File: config.mk
export PLATFORM = sky130hd
export DESIGN_NAME = unicycle_trajectory_rollout_top
export DESIGN_NICKNAME = d
export VERILOG_FILES = /design/src/rtl/core/utr_pkg.sv /design/src/rtl/core/utr_mul.sv /design/src/rtl/core/utr_cordic.sv /design/src/rtl/core/unicycle_trajectory_rollout_top.sv
export SDC_FILE = /design/constraint.sdc
export NUM_CORES = 2
export LEC_CHECK = 0
export BUFFER_PORTS_ARGS = -buffer_cell sky130_fd_sc_hd__buf_2
export CORE_MARGIN = 5
export CORE_UTILIZATION = 42
export CTS_CLUSTER_DIAMETER = 150
export DETAILED_ROUTE_END_ITERATION = 8
export GPL_TIMING_DRIVEN = 0
export PLACE_DENSITY = 0.61
export SYNTH_ARGS = -nofsm -noshare
export SYNTH_HDL_FRONTEND = slang
export SYNTH_SLANG_ARGS = --single-unit
File: constraint.sdc
create_clock -name i_clk -period 7.7 [get_ports i_clk]
set_input_delay 0.385 -clock i_clk [delete_from_list [all_inputs] [get_ports i_clk]]
set_output_delay 0.385 -clock i_clk [all_outputs]
set_load 0.01 [all_outputs]
File: src/rtl/core/utr_pkg.sv
package utr_pkg;

    // Configuration port.
    localparam int CFG_AW = 2;
    localparam int CFG_DW = 16;

    localparam logic [CFG_AW-1:0] REG_STEP_TIME  = 2'd0;
    localparam logic [CFG_AW-1:0] REG_POSE_COUNT = 2'd1;

    localparam logic [15:0] DEFAULT_DT     = 16'd6554;
    localparam logic [6:0]  POSE_COUNT_RST = 7'd11;
    localparam logic [6:0]  MAX_POSES      = 7'd64;

    // Stream payload widths.
    localparam int IN_DW  = 40;
    localparam int OUT_DW = 104;

    // Serial multiplier: 32-bit signed multiplicand, 32-bit multiplier.
    localparam int MUL_W = 32;

    // Rotation datapath: Q2.30 with guard bits, binary angle with one guard bit.
    localparam int XW       = 34;
    localparam int ZW       = 33;
    localparam int ATAN_LEN = 24;

    localparam logic signed [XW-1:0] CORDIC_GAIN = 34'sd652032874;

    // Arctangent of 2^-i as a binary angle, 2^32 per turn.
    localparam logic signed [ZW-1:0] ATAN_TAB [ATAN_LEN] = '{
        33'sd536870912, 33'sd316933406, 33'sd167458907, 33'sd85004756,
        33'sd42667331,  33'sd21354465,  33'sd10679838,  33'sd5340245,
        33'sd2670163,   33'sd1335087,   33'sd667544,    33'sd333772,
        33'sd166886,    33'sd83443,     33'sd41722,     33'sd20861,
        33'sd10430,     33'sd5215,      33'sd2608,      33'sd1304,
        33'sd652,       33'sd326,       33'sd163,       33'sd81
    };

    typedef struct packed {
        logic                    busy;
        logic [MUL_W:0]          hi;
        logic [MUL_W-1:0]        lo;
    } t_mul_out;

    typedef struct packed {
        logic                    busy;
        logic [31:0]             cos_q;
        logic [31:0]             sin_q;
    } t_trig_out;

endpackage

File: src/rtl/core/utr_mul.sv
// Radix-4 Booth multiplier, two multiplier bits per cycle. The partial product
// shifts right two bits a cycle and the bits it drops fill the multiplier
// register, so that {hi, lo} holds the full signed product when busy falls.
module utr_mul (
    input  logic                         i_clk,
    input  logic                         i_rst_n,
    input  logic                         i_start,
    input  logic [utr_pkg::MUL_W-1:0]    i_mcand,
    input  logic [utr_pkg::MUL_W-1:0]    i_mplier,
    output utr_pkg::t_mul_out            o_mul
);
    import utr_pkg::*;

    localparam int STEPS = MUL_W / 2;
    localparam int CW    = $clog2(STEPS);
    localparam logic [CW-1:0] LAST = CW'(STEPS - 1);

    logic             r_busy;
    logic [CW-1:0]    r_cnt;
    logic [MUL_W-1:0] r_m;
    logic [MUL_W:0]   r_hi;
    logic [MUL_W-1:0] r_lo;
    logic             r_prev;

    logic [MUL_W+1:0] m1;
    logic [MUL_W+1:0] m2;
    logic [MUL_W+1:0] addend;
    logic [MUL_W+1:0] sum;
    logic [MUL_W:0]   n_hi;
    logic [MUL_W-1:0] n_lo;

    always_comb begin
        m1 = {{2{r_m[MUL_W-1]}}, r_m};
        m2 = {r_m[MUL_W-1], r_m, 1'b0};
        unique case ({r_lo[1:0], r_prev}) inside
            3'b001, 3'b010: addend = m1;
            3'b011:         addend = m2;
            3'b100:         addend = -m2;
            3'b101, 3'b110: addend = -m1;
            default:        addend = '0;
        endcase
        sum  = {r_hi[MUL_W], r_hi} + addend;
        n_hi = {sum[MUL_W+1], sum[MUL_W+1:2]};
        n_lo = {sum[1:0], r_lo[MUL_W-1:2]};
    end

    always_ff @(posedge i_clk) begin
        if (!i_rst_n) begin
            r_busy <= 1'b0;
            r_cnt  <= '0;
        end else if (i_start) begin
            r_busy <= 1'b1;
            r_cnt  <= '0;
        end else if (r_busy) begin
            r_cnt <= r_cnt + 1'b1;
            if (r_cnt == LAST) begin
                r_busy <= 1'b0;
            end
        end
    end

    always_ff @(posedge i_clk) begin
        if (i_start) begin
            r_m    <= i_mcand;
            r_hi   <= '0;
            r_lo   <= i_mplier;
            r_prev <= 1'b0;
        end else if (r_busy) begin
            r_hi   <= n_hi;
            r_lo   <= n_lo;
            r_prev <= r_lo[1];
        end
    end

    assign o_mul = '{busy: r_busy, hi: r_hi, lo: r_lo};

endmodule

File: src/rtl/core/utr_cordic.sv
// Rotation-mode sine and cosine, one micro-rotation per cycle. Angles outside
// the right half plane are turned by half a turn first and the results negated.
module utr_cordic #(
    parameter int ITER = 16
) (
    input  logic                 i_clk,
    input  logic                 i_rst_n,
    input  logic                 i_start,
    input  logic [31:0]          i_angle,
    output utr_pkg::t_trig_out   o_trig
);
    import utr_pkg::*;

    localparam int CW = (ITER > 1) ? $clog2(ITER) : 1;
    localparam logic [CW-1:0] LAST = CW'(ITER - 1);

    logic                 r_busy;
    logic [CW-1:0]        r_cnt;
    logic signed [XW-1:0] r_x;
    logic signed [XW-1:0] r_y;
    logic signed [ZW-1:0] r_z;
    logic                 r_neg;

    logic                 n_neg;
    logic [31:0]          ang_rot;
    logic signed [XW-1:0] sx;
    logic signed [XW-1:0] sy;
    logic signed [ZW-1:0] atan_v;
    logic [XW-1:0]        x_out;
    logic [XW-1:0]        y_out;

    always_comb begin
        // Adding a quarter turn sets the top bit exactly for the left half plane.
        n_neg   = i_angle[31] ^ i_angle[30];
        ang_rot = {i_angle[31] ^ n_neg, i_angle[30:0]};
        sx      = r_x >>> r_cnt;
        sy      = r_y >>> r_cnt;
        atan_v  = ATAN_TAB[5'(r_cnt)];
        x_out   = r_neg ? -r_x : r_x;
        y_out   = r_neg ? -r_y : r_y;
    end

    always_ff @(posedge i_clk) begin
        if (!i_rst_n) begin
            r_busy <= 1'b0;
            r_cnt  <= '0;
        end else if (i_start) begin
            r_busy <= 1'b1;
            r_cnt  <= '0;
        end else if (r_busy) begin
            r_cnt <= r_cnt + 1'b1;
            if (r_cnt == LAST) begin
                r_busy <= 1'b0;
            end
        end
    end

    always_ff @(posedge i_clk) begin
        if (i_start) begin
            r_x   <= CORDIC_GAIN;
            r_y   <= '0;
            r_z   <= {ang_rot[31], ang_rot};
            r_neg <= n_neg;
        end else if (r_busy) begin
            if (!r_z[ZW-1]) begin
                r_x <= r_x - sy;
                r_y <= r_y + sx;
                r_z <= r_z - atan_v;
            end else begin
                r_x <= r_x + sy;
                r_y <= r_y - sx;
                r_z <= r_z + atan_v;
            end
        end
    end

    assign o_trig = '{busy: r_busy, cos_q: x_out[31:0], sin_q: y_out[31:0]};

endmodule

File: src/rtl/core/unicycle_trajectory_rollout_top.sv
// Channel    Direction  Transfer carries
// s_axis     in         tdata: lin_speed[15:0], turn_rate[39:16]
// m_axis     out        tdata: out_x, out_y, quat_z, quat_w, pose_number, pad; tlast: last
// i_cfg      in         write of step_time (index 0) or pose_count (index 1)
//
// One command first forms v*dt and the heading step, then runs the rotations for its first
// pose, then the rotations and position products for each further pose; the loop is set by
// the rotation units and the serial multipliers, which work side by side.
// Reset is synchronous and active low; it restores both registers to their defaults and drops
// all valids. A stalled m_axis only holds the pose loop; s_axis is ready whenever no rollout is
// under way, even while the final pose still waits for its transfer.
module unicycle_trajectory_rollout_top #(
    parameter int TRIG_ITERATIONS = 16
) (
    input  logic                          i_clk,
    input  logic                          i_rst_n,

    input  logic                          s_axis_tvalid,
    output logic                          s_axis_tready,
    // tdata, from bit 0 up: lin_speed (16), turn_rate (24)
    input  logic [utr_pkg::IN_DW-1:0]     s_axis_tdata,

    output logic                          m_axis_tvalid,
    input  logic                          m_axis_tready,
    // tdata, from bit 0 up: out_x (32), out_y (32), quat_z (16), quat_w (16),
    // pose_number (6), two zero bits
    output logic [utr_pkg::OUT_DW-1:0]    m_axis_tdata,
    output logic                          m_axis_tlast,

    input  logic                          i_cfg_we,
    input  logic [utr_pkg::CFG_AW-1:0]    i_cfg_addr,
    input  logic [utr_pkg::CFG_DW-1:0]    i_cfg_wdata
);
    import utr_pkg::*;

    // Sequencer states.
    localparam logic [1:0] S_IDLE  = 2'd0;   // waiting for a command
    localparam logic [1:0] S_PREP  = 2'd1;   // forming v*dt and rate*dt
    localparam logic [1:0] S_ROUND = 2'd2;   // rotations and position products running
    localparam logic [1:0] S_EMIT  = 2'd3;   // handing the pose to the output register

    logic [1:0]  r_state;
    logic [15:0] r_step_time;
    logic [6:0]  r_pose_count;

    // Rollout datapath.
    logic [6:0]  r_n;
    logic [5:0]  r_k;
    logic [31:0] r_vdt;
    logic [31:0] r_inc;
    logic [31:0] r_head;
    logic [31:0] r_acc_x;
    logic [31:0] r_acc_y;
    logic        r_mul_on;

    // Output register.
    logic        r_ovalid;
    logic [31:0] r_out_x;
    logic [31:0] r_out_y;
    logic [15:0] r_qz;
    logic [15:0] r_qw;
    logic [5:0]  r_pose;
    logic        r_last;

    t_mul_out    mul_a;
    t_mul_out    mul_b;
    t_trig_out   trig_h;
    t_trig_out   trig_c;

    logic [15:0] dt_eff;
    logic [6:0]  n_clamp;
    logic        accept_in;
    logic        units_idle;
    logic        out_free;
    logic        last_pose;
    logic        prep_done;
    logic        round_done;
    logic        emit_go;
    logic        mul_start;
    logic        trig_start;
    logic [31:0] n_head;
    logic [31:0] trig_angle;
    logic [31:0] half_angle;
    logic [31:0] mcand_a;
    logic [31:0] mcand_b;
    logic [31:0] mplier_a;
    logic [31:0] mplier_b;
    logic [22:0] d_x;
    logic [22:0] d_y;
    logic [32:0] sum_x;
    logic [32:0] sum_y;

    // Clamp a 33-bit sum to the signed 32-bit range.
    function automatic logic [31:0] sat32(input logic [32:0] s);
        if (s[32] != s[31]) begin
            return s[32] ? 32'h8000_0000 : 32'h7fff_ffff;
        end
        return s[31:0];
    endfunction

    // Q2.30 to Q1.15 with rounding half up, saturated.
    function automatic logic [15:0] to_q15(input logic [31:0] v);
        logic [32:0] t;
        logic [17:0] q;
        t = {v[31], v} + 33'd16384;
        q = t[32:15];
        if (q[17] && !(&q[16:15])) begin
            return 16'h8000;
        end
        if (!q[17] && (|q[16:15])) begin
            return 16'h7fff;
        end
        return q[15:0];
    endfunction

    always_comb begin
        dt_eff     = (r_step_time == '0) ? DEFAULT_DT : r_step_time;
        if (r_pose_count == '0) begin
            n_clamp = 7'd1;
        end else if (r_pose_count > MAX_POSES) begin
            n_clamp = MAX_POSES;
        end else begin
            n_clamp = r_pose_count;
        end

        accept_in  = s_axis_tvalid && s_axis_tready;
        units_idle = !mul_a.busy && !mul_b.busy && !trig_h.busy && !trig_c.busy;
        out_free   = !r_ovalid || m_axis_tready;
        last_pose  = ({1'b0, r_k} + 7'd1) == r_n;
        prep_done  = (r_state == S_PREP) && units_idle;
        round_done = (r_state == S_ROUND) && units_idle;
        emit_go    = (r_state == S_EMIT) && out_free;

        // The heading step is constant over a rollout, so the next pose's
        // rotations start while this pose's position products are formed.
        n_head     = r_head + r_inc;
        mul_start  = accept_in || (emit_go && !last_pose);
        trig_start = prep_done || (emit_go && !last_pose);
        trig_angle = prep_done ? '0 : n_head;
        half_angle = {trig_angle[31], trig_angle[31:1]};

        // While idle the multipliers take v*dt and rate*dt from the command;
        // afterwards they scale cos and sin of the heading by v*dt.
        if (r_state == S_IDLE) begin
            mcand_a  = {{16{s_axis_tdata[15]}}, s_axis_tdata[15:0]};
            mcand_b  = {{8{s_axis_tdata[39]}}, s_axis_tdata[39:16]};
            mplier_a = {16'd0, dt_eff};
            mplier_b = {16'd0, dt_eff};
        end else begin
            mcand_a  = r_vdt;
            mcand_b  = r_vdt;
            mplier_a = trig_c.cos_q;
            mplier_b = trig_c.sin_q;
        end

        // Position step is the product shifted down by 42 bits; the
        // multiplier already dropped 32 of them.
        d_x   = mul_a.hi[32:10];
        d_y   = mul_b.hi[32:10];
        sum_x = {r_acc_x[31], r_acc_x} + {{10{d_x[22]}}, d_x};
        sum_y = {r_acc_y[31], r_acc_y} + {{10{d_y[22]}}, d_y};
    end

    utr_mul u_mul_a (
        .i_clk    (i_clk),
        .i_rst_n  (i_rst_n),
        .i_start  (mul_start),
        .i_mcand  (mcand_a),
        .i_mplier (mplier_a),
        .o_mul    (mul_a)
    );

    utr_mul u_mul_b (
        .i_clk    (i_clk),
        .i_rst_n  (i_rst_n),
        .i_start  (mul_start),
        .i_mcand  (mcand_b),
        .i_mplier (mplier_b),
        .o_mul    (mul_b)
    );

    // Half heading feeds the quaternion, full heading the position step.
    utr_cordic #(
        .ITER (TRIG_ITERATIONS)
    ) u_trig_half (
        .i_clk   (i_clk),
        .i_rst_n (i_rst_n),
        .i_start (trig_start),
        .i_angle (half_angle),
        .o_trig  (trig_h)
    );

    utr_cordic #(
        .ITER (TRIG_ITERATIONS)
    ) u_trig_head (
        .i_clk   (i_clk),
        .i_rst_n (i_rst_n),
        .i_start (trig_start),
        .i_angle (trig_angle),
        .o_trig  (trig_c)
    );

    // Control: sequencer, configuration registers and output valid.
    always_ff @(posedge i_clk) begin
        if (!i_rst_n) begin
            r_state      <= S_IDLE;
            r_step_time  <= DEFAULT_DT;
            r_pose_count <= POSE_COUNT_RST;
            r_ovalid     <= 1'b0;
        end else begin
            if (i_cfg_we) begin
                unique case (i_cfg_addr)
                    REG_STEP_TIME:  r_step_time  <= i_cfg_wdata;
                    REG_POSE_COUNT: r_pose_count <= i_cfg_wdata[6:0];
                    default: ;
                endcase
            end

            // A new pose may replace the one leaving in the same cycle.
            if (emit_go) begin
                r_ovalid <= 1'b1;
            end else if (m_axis_tvalid && m_axis_tready) begin
                r_ovalid <= 1'b0;
            end

            unique case (r_state)
                S_IDLE: begin
                    if (accept_in) begin
                        r_state <= S_PREP;
                    end
                end
                S_PREP: begin
                    if (prep_done) begin
                        r_state <= S_ROUND;
                    end
                end
                S_ROUND: begin
                    if (round_done) begin
                        r_state <= S_EMIT;
                    end
                end
                S_EMIT: begin
                    if (emit_go) begin
                        r_state <= last_pose ? S_IDLE : S_ROUND;
                    end
                end
                default: r_state <= S_IDLE;
            endcase
        end
    end

    // Datapath: rollout state and the pose held for the output transfer.
    always_ff @(posedge i_clk) begin
        if (accept_in) begin
            r_n <= n_clamp;
        end

        if (prep_done) begin
            r_vdt    <= mul_a.lo;
            r_inc    <= {mul_b.hi[3:0], mul_b.lo[31:4]};
            r_head   <= '0;
            r_acc_x  <= '0;
            r_acc_y  <= '0;
            r_k      <= '0;
            r_mul_on <= 1'b0;
        end

        if (round_done && r_mul_on) begin
            r_acc_x <= sat32(sum_x);
            r_acc_y <= sat32(sum_y);
        end

        if (emit_go) begin
            r_out_x <= r_acc_x;
            r_out_y <= r_acc_y;
            r_qz    <= to_q15(trig_h.sin_q);
            r_qw    <= to_q15(trig_h.cos_q);
            r_pose  <= r_k;
            r_last  <= last_pose;
            if (!last_pose) begin
                r_head   <= n_head;
                r_k      <= r_k + 1'b1;
                r_mul_on <= 1'b1;
            end
        end
    end

    assign s_axis_tready = (r_state == S_IDLE);
    assign m_axis_tvalid = r_ovalid;
    assign m_axis_tdata  = {2'b00, r_pose, r_qw, r_qz, r_out_y, r_out_x};
    assign m_axis_tlast  = r_last;

endmodule

==> metrics.yaml <==
routing:
  num_vias: 57285
  routed_wl_um: 242200
  dr.pass1.iters: 6
  via_per_inst: 6.138
  postRouteAntennaNets: 0
  drt-initial-drc-count: 5951
  drc_errors: 0
  post_drt_wl_per_cell_um: 25.95
logic_synthesis:
  avgSynthCellArea_um2: 8.689
  synthesis.area_um2: 61170
  synth_cell_types: 105
  seq_area_frac_synth: 0.3065
  ys_ff_latch: 720
  synth_cells: 7040
  async_flop_share: 0
  yosysTopAreaCellShare: 0.2126
  yosys.area.top_type: "edfxtp_1"
  ys.flop_type: "edfxtp_1"
  synthTopCellsByArea: "edfxtp_1 (21%), dfxtp_1 (9.4%), ha_1 (8.0%), xnor2_1 (5.6%), nand2_1 (5.3%)"
  synth_edf_count: 433
  yosys_warnings: 0
finish:
  multi_input_area_um2: 40230
  syn_to_final_growth_pct: 11.57
  drive_above_1_share: 0.09537
  final_util: 0.4700
  final_nets: 7802
  fillers: 13938
  ff_latch_area_um2: 18750
  stdcell_count: 9333
sta:
  slew_violations: 11
  slew_headroom: -0.01558
  clock_skew_ns: 0.04833
  rsz0062_at_grt: "false"
  fin_ws_ns: -0.006804
  fin_crit_ns: 7.707
  hold_slack_ns: 0.05980
  finalSetupViolCount: 1
  fmax_mhz: 129.8
  finalSetupTns_ns: -0.006804
  min_period_over_period: 1.001
  tightest_slew_ns: 1.523
  final-hold-violation-count: 0
die:
  num_rows: 140
  dieHeight_um: 391.6
  coreArea_um2: 145200
  start_util: 0.4213
  io_pins: 170
  chipWidth_um: 391.6
  dieArea_um2: 153400
clocking:
  path_clk_slew_ns: 0.06
  cts_buffers: 87
  clock-sinks: 720
  htreeDepth: 3
  root_buffer: "clkbuf_16"
  cts_tree: "built"
  clkLatencyLatePin_ns: 0.73
  clk_path_buf_depth: 3
global_routing:
  grt_pass1_vias: 54610
  grt_start_max_net_pins: 75
  grt.total_usage: 0.3054
  overflow: 0
  grt_pass1_wl_um: 354800
  antenna_found_initial: 10
flow_run:
  drv_cap: 1
worst_setup_path:
  r2r_setup_slack_ns: -0.007
  worst-path-max-fanout: 10
  end_kind: "flip-flop"
  cp-start-kind: "flip-flop"
  ff2ff_path_depth: 20
  required_ns: 8.24
  criticalPathCategory: "flip-flop to flip-flop"
  reg2reg_from: "u_trig_head.r_cnt[3]"
  arrival_ns: 8.24
  r2r-end: "u_trig_head.r_y[33]"
place:
  dp_hpwl_um: 189100
  gp_congestion: 1.006
  dp_cells: 9129
  io_buffer_count: 167
status:
  violations: "capacitance limit, slew limit, setup timing"
  outcome: "finished, violations left"
power:
  power_density_nw_per_um2: 511.3
  ir_drop_mv: 0.2387
  p_leak_nw: 27.59
min_path:
  hold_depth: 3
  min_from: "s_axis_tdata[34]"
  hold_path.class: "primary input to flip-flop"
  hold_end: "u_mul_b.r_m[18]"
-- per-layer routing --
metal  part of all wire  GRT usage
met3              0.086    0.06185
met5           0.000054          0
met4              0.048     0.1288
met2               0.44     0.4858
met1               0.42     0.4056
-- registers in the layout (all words and copies together) (netlist names), 33 cells and up --
signal           count
u_trig_head.r_z     33
u_trig_head.r_x     34
u_trig_half.r_x     34
u_trig_half.r_z     33
u_trig_half.r_y     34
u_trig_head.r_y     34
-- synth_stat cells, types with 16 or more instances --
library cell	instances
nand3b_1	19
edfxtp_1	433
or2_2	27
o31ai_1	78
and2_1	54
clkbuf_1	292
nor2b_1	77
a31oi_1	93
o21ai_0	471
a21boi_0	33
o22ai_1	41
mux2i_1	272
o211ai_1	27
and3_1	67
o21a_1	62
dfxtp_1	287
a211o_1	22
nor4_1	29
or4_1	23
and4_1	16
a22oi_1	37
a21oi_1	536
o21bai_1	51
nand2b_1	76
nor3_1	112
nor3b_1	18
nand4_1	36
ha_1	390
a221oi_1	46
buf_2	42
nor2_1	569
mux2_2	72
inv_1	160
nand3_1	167
a211oi_1	80
mux4_2	126
xnor2_1	389
buf_1	66
a21o_1	158
xor2_1	283
nand2_1	864
or3_1	61
-- worst max-delay path, stage by stage (launching register included) --
cell,delay [ns]
dfxtp_1,0.46
inv_1,0.26
buf_2,0.43
buf_2,0.42
clkbuf_1,0.46
clkbuf_1,0.73
clkbuf_1,0.62
buf_1,0.75
o21bai_1,0.24
xor2_1,0.36
ha_1,0.33
o21ai_0,0.15
a211oi_1,0.49
o21a_1,0.33
a221o_1,0.28
a211oi_1,0.13
o311ai_0,0.52
xnor2_1,0.18
nand2_1,0.12
xor2_1,0.21
nor2_1,0.05
-- report_power, final --
group | switching, W | leakage, nW | total, W | internal [W]
logic | 0.0142 | 19.7 | 0.0236 | 0.00938
clock network | 0.00185 | 1.47 | 0.00448 | 0.00263
registers | 0.00122 | 6.45 | 0.00684 | 0.00562
-- layout make-up --
class | count | area share
buffer | 416 | 0.02658
sequential | 720 | 0.2747
timing repair buffer | 212 | 0.01954
multi-input combinational | 5734 | 0.5894
inverter | 167 | 0.009368
tap | 1917 | 0.03514
antenna | 3 | 0.0001100
clock buffer | 119 | 0.03546
clock inverter | 45 | 0.009661
-- cells in the final DEF (no fill, tap or decap), types with 51 or more instances in the layout --
master / n
clkbuf_16: 89
o31ai_1: 75
edfxtp_1: 433
dfxtp_1: 287
or3_1: 59
buf_1: 52
buf_2: 203
o21a_1: 62
a21o_1: 158
and3_1: 67
xnor2_1: 388
a31oi_1: 90
a211oi_1: 79
and2_1: 54
ha_1: 390
nand2b_1: 76
xor2_1: 283
inv_1: 157
mux4_2: 126
o21bai_1: 51
nand2_1: 861
a21oi_1: 533
nor2b_1: 77
mux2_2: 72
nand3_1: 167
nor2_1: 567
mux2i_1: 272
o21ai_0: 470
clkbuf_1: 294
nor3_1: 111
-- per-stage QoR --
stage,total power (W),setup slack (ns),area [um2]
after floorplan,0.02356,1.520,61180
after global placement,0.02935,-2.220,64410
after detailed placement,0.02964,-2.169,64530
after CTS,0.03433,0.007847,68050
after global routing,0.03745,0.01993,68240
final,0.03489,-0.006804,68250
-- worst max path at each step --
stage	from	endpoint	slack [ns]	cells past startpoint
floorplan	u_trig_half.r_cnt[0]	u_trig_half.r_z[32]	1.52	28
global placement	u_trig_half.r_cnt[3]	u_trig_half.r_y[32]	-2.22	25
detailed placement	u_trig_half.r_cnt[3]	u_trig_half.r_y[32]	-2.17	25
CTS	u_trig_half.r_cnt[3]	u_trig_half.r_y[32]	0.008	25
global route	u_trig_half.r_cnt[2]	u_trig_half.r_x[29]	0.02	25
finish	u_trig_head.r_cnt[3]	u_trig_head.r_y[33]	-0.007	20
-- cells by family after synthesis --
group           synth area share
mux                       0.1043
xor+xnor                 0.09621
flops                     0.3065
simple gates              0.1707
buf+inv                  0.03858
compound gates            0.2001
other cells           0.00006130
fa+ha+maj                0.08353
-- what timing repair did --
item,in CTS,in global routing
resized for setup,33,62
endpoints found under the hold margin,44,0
endpoints found under the setup margin,73,33
pin swaps,0,2
setup buffers,1,3
hold buffers,37,0
No activity file was read; power rests on OpenSTA's default activity.
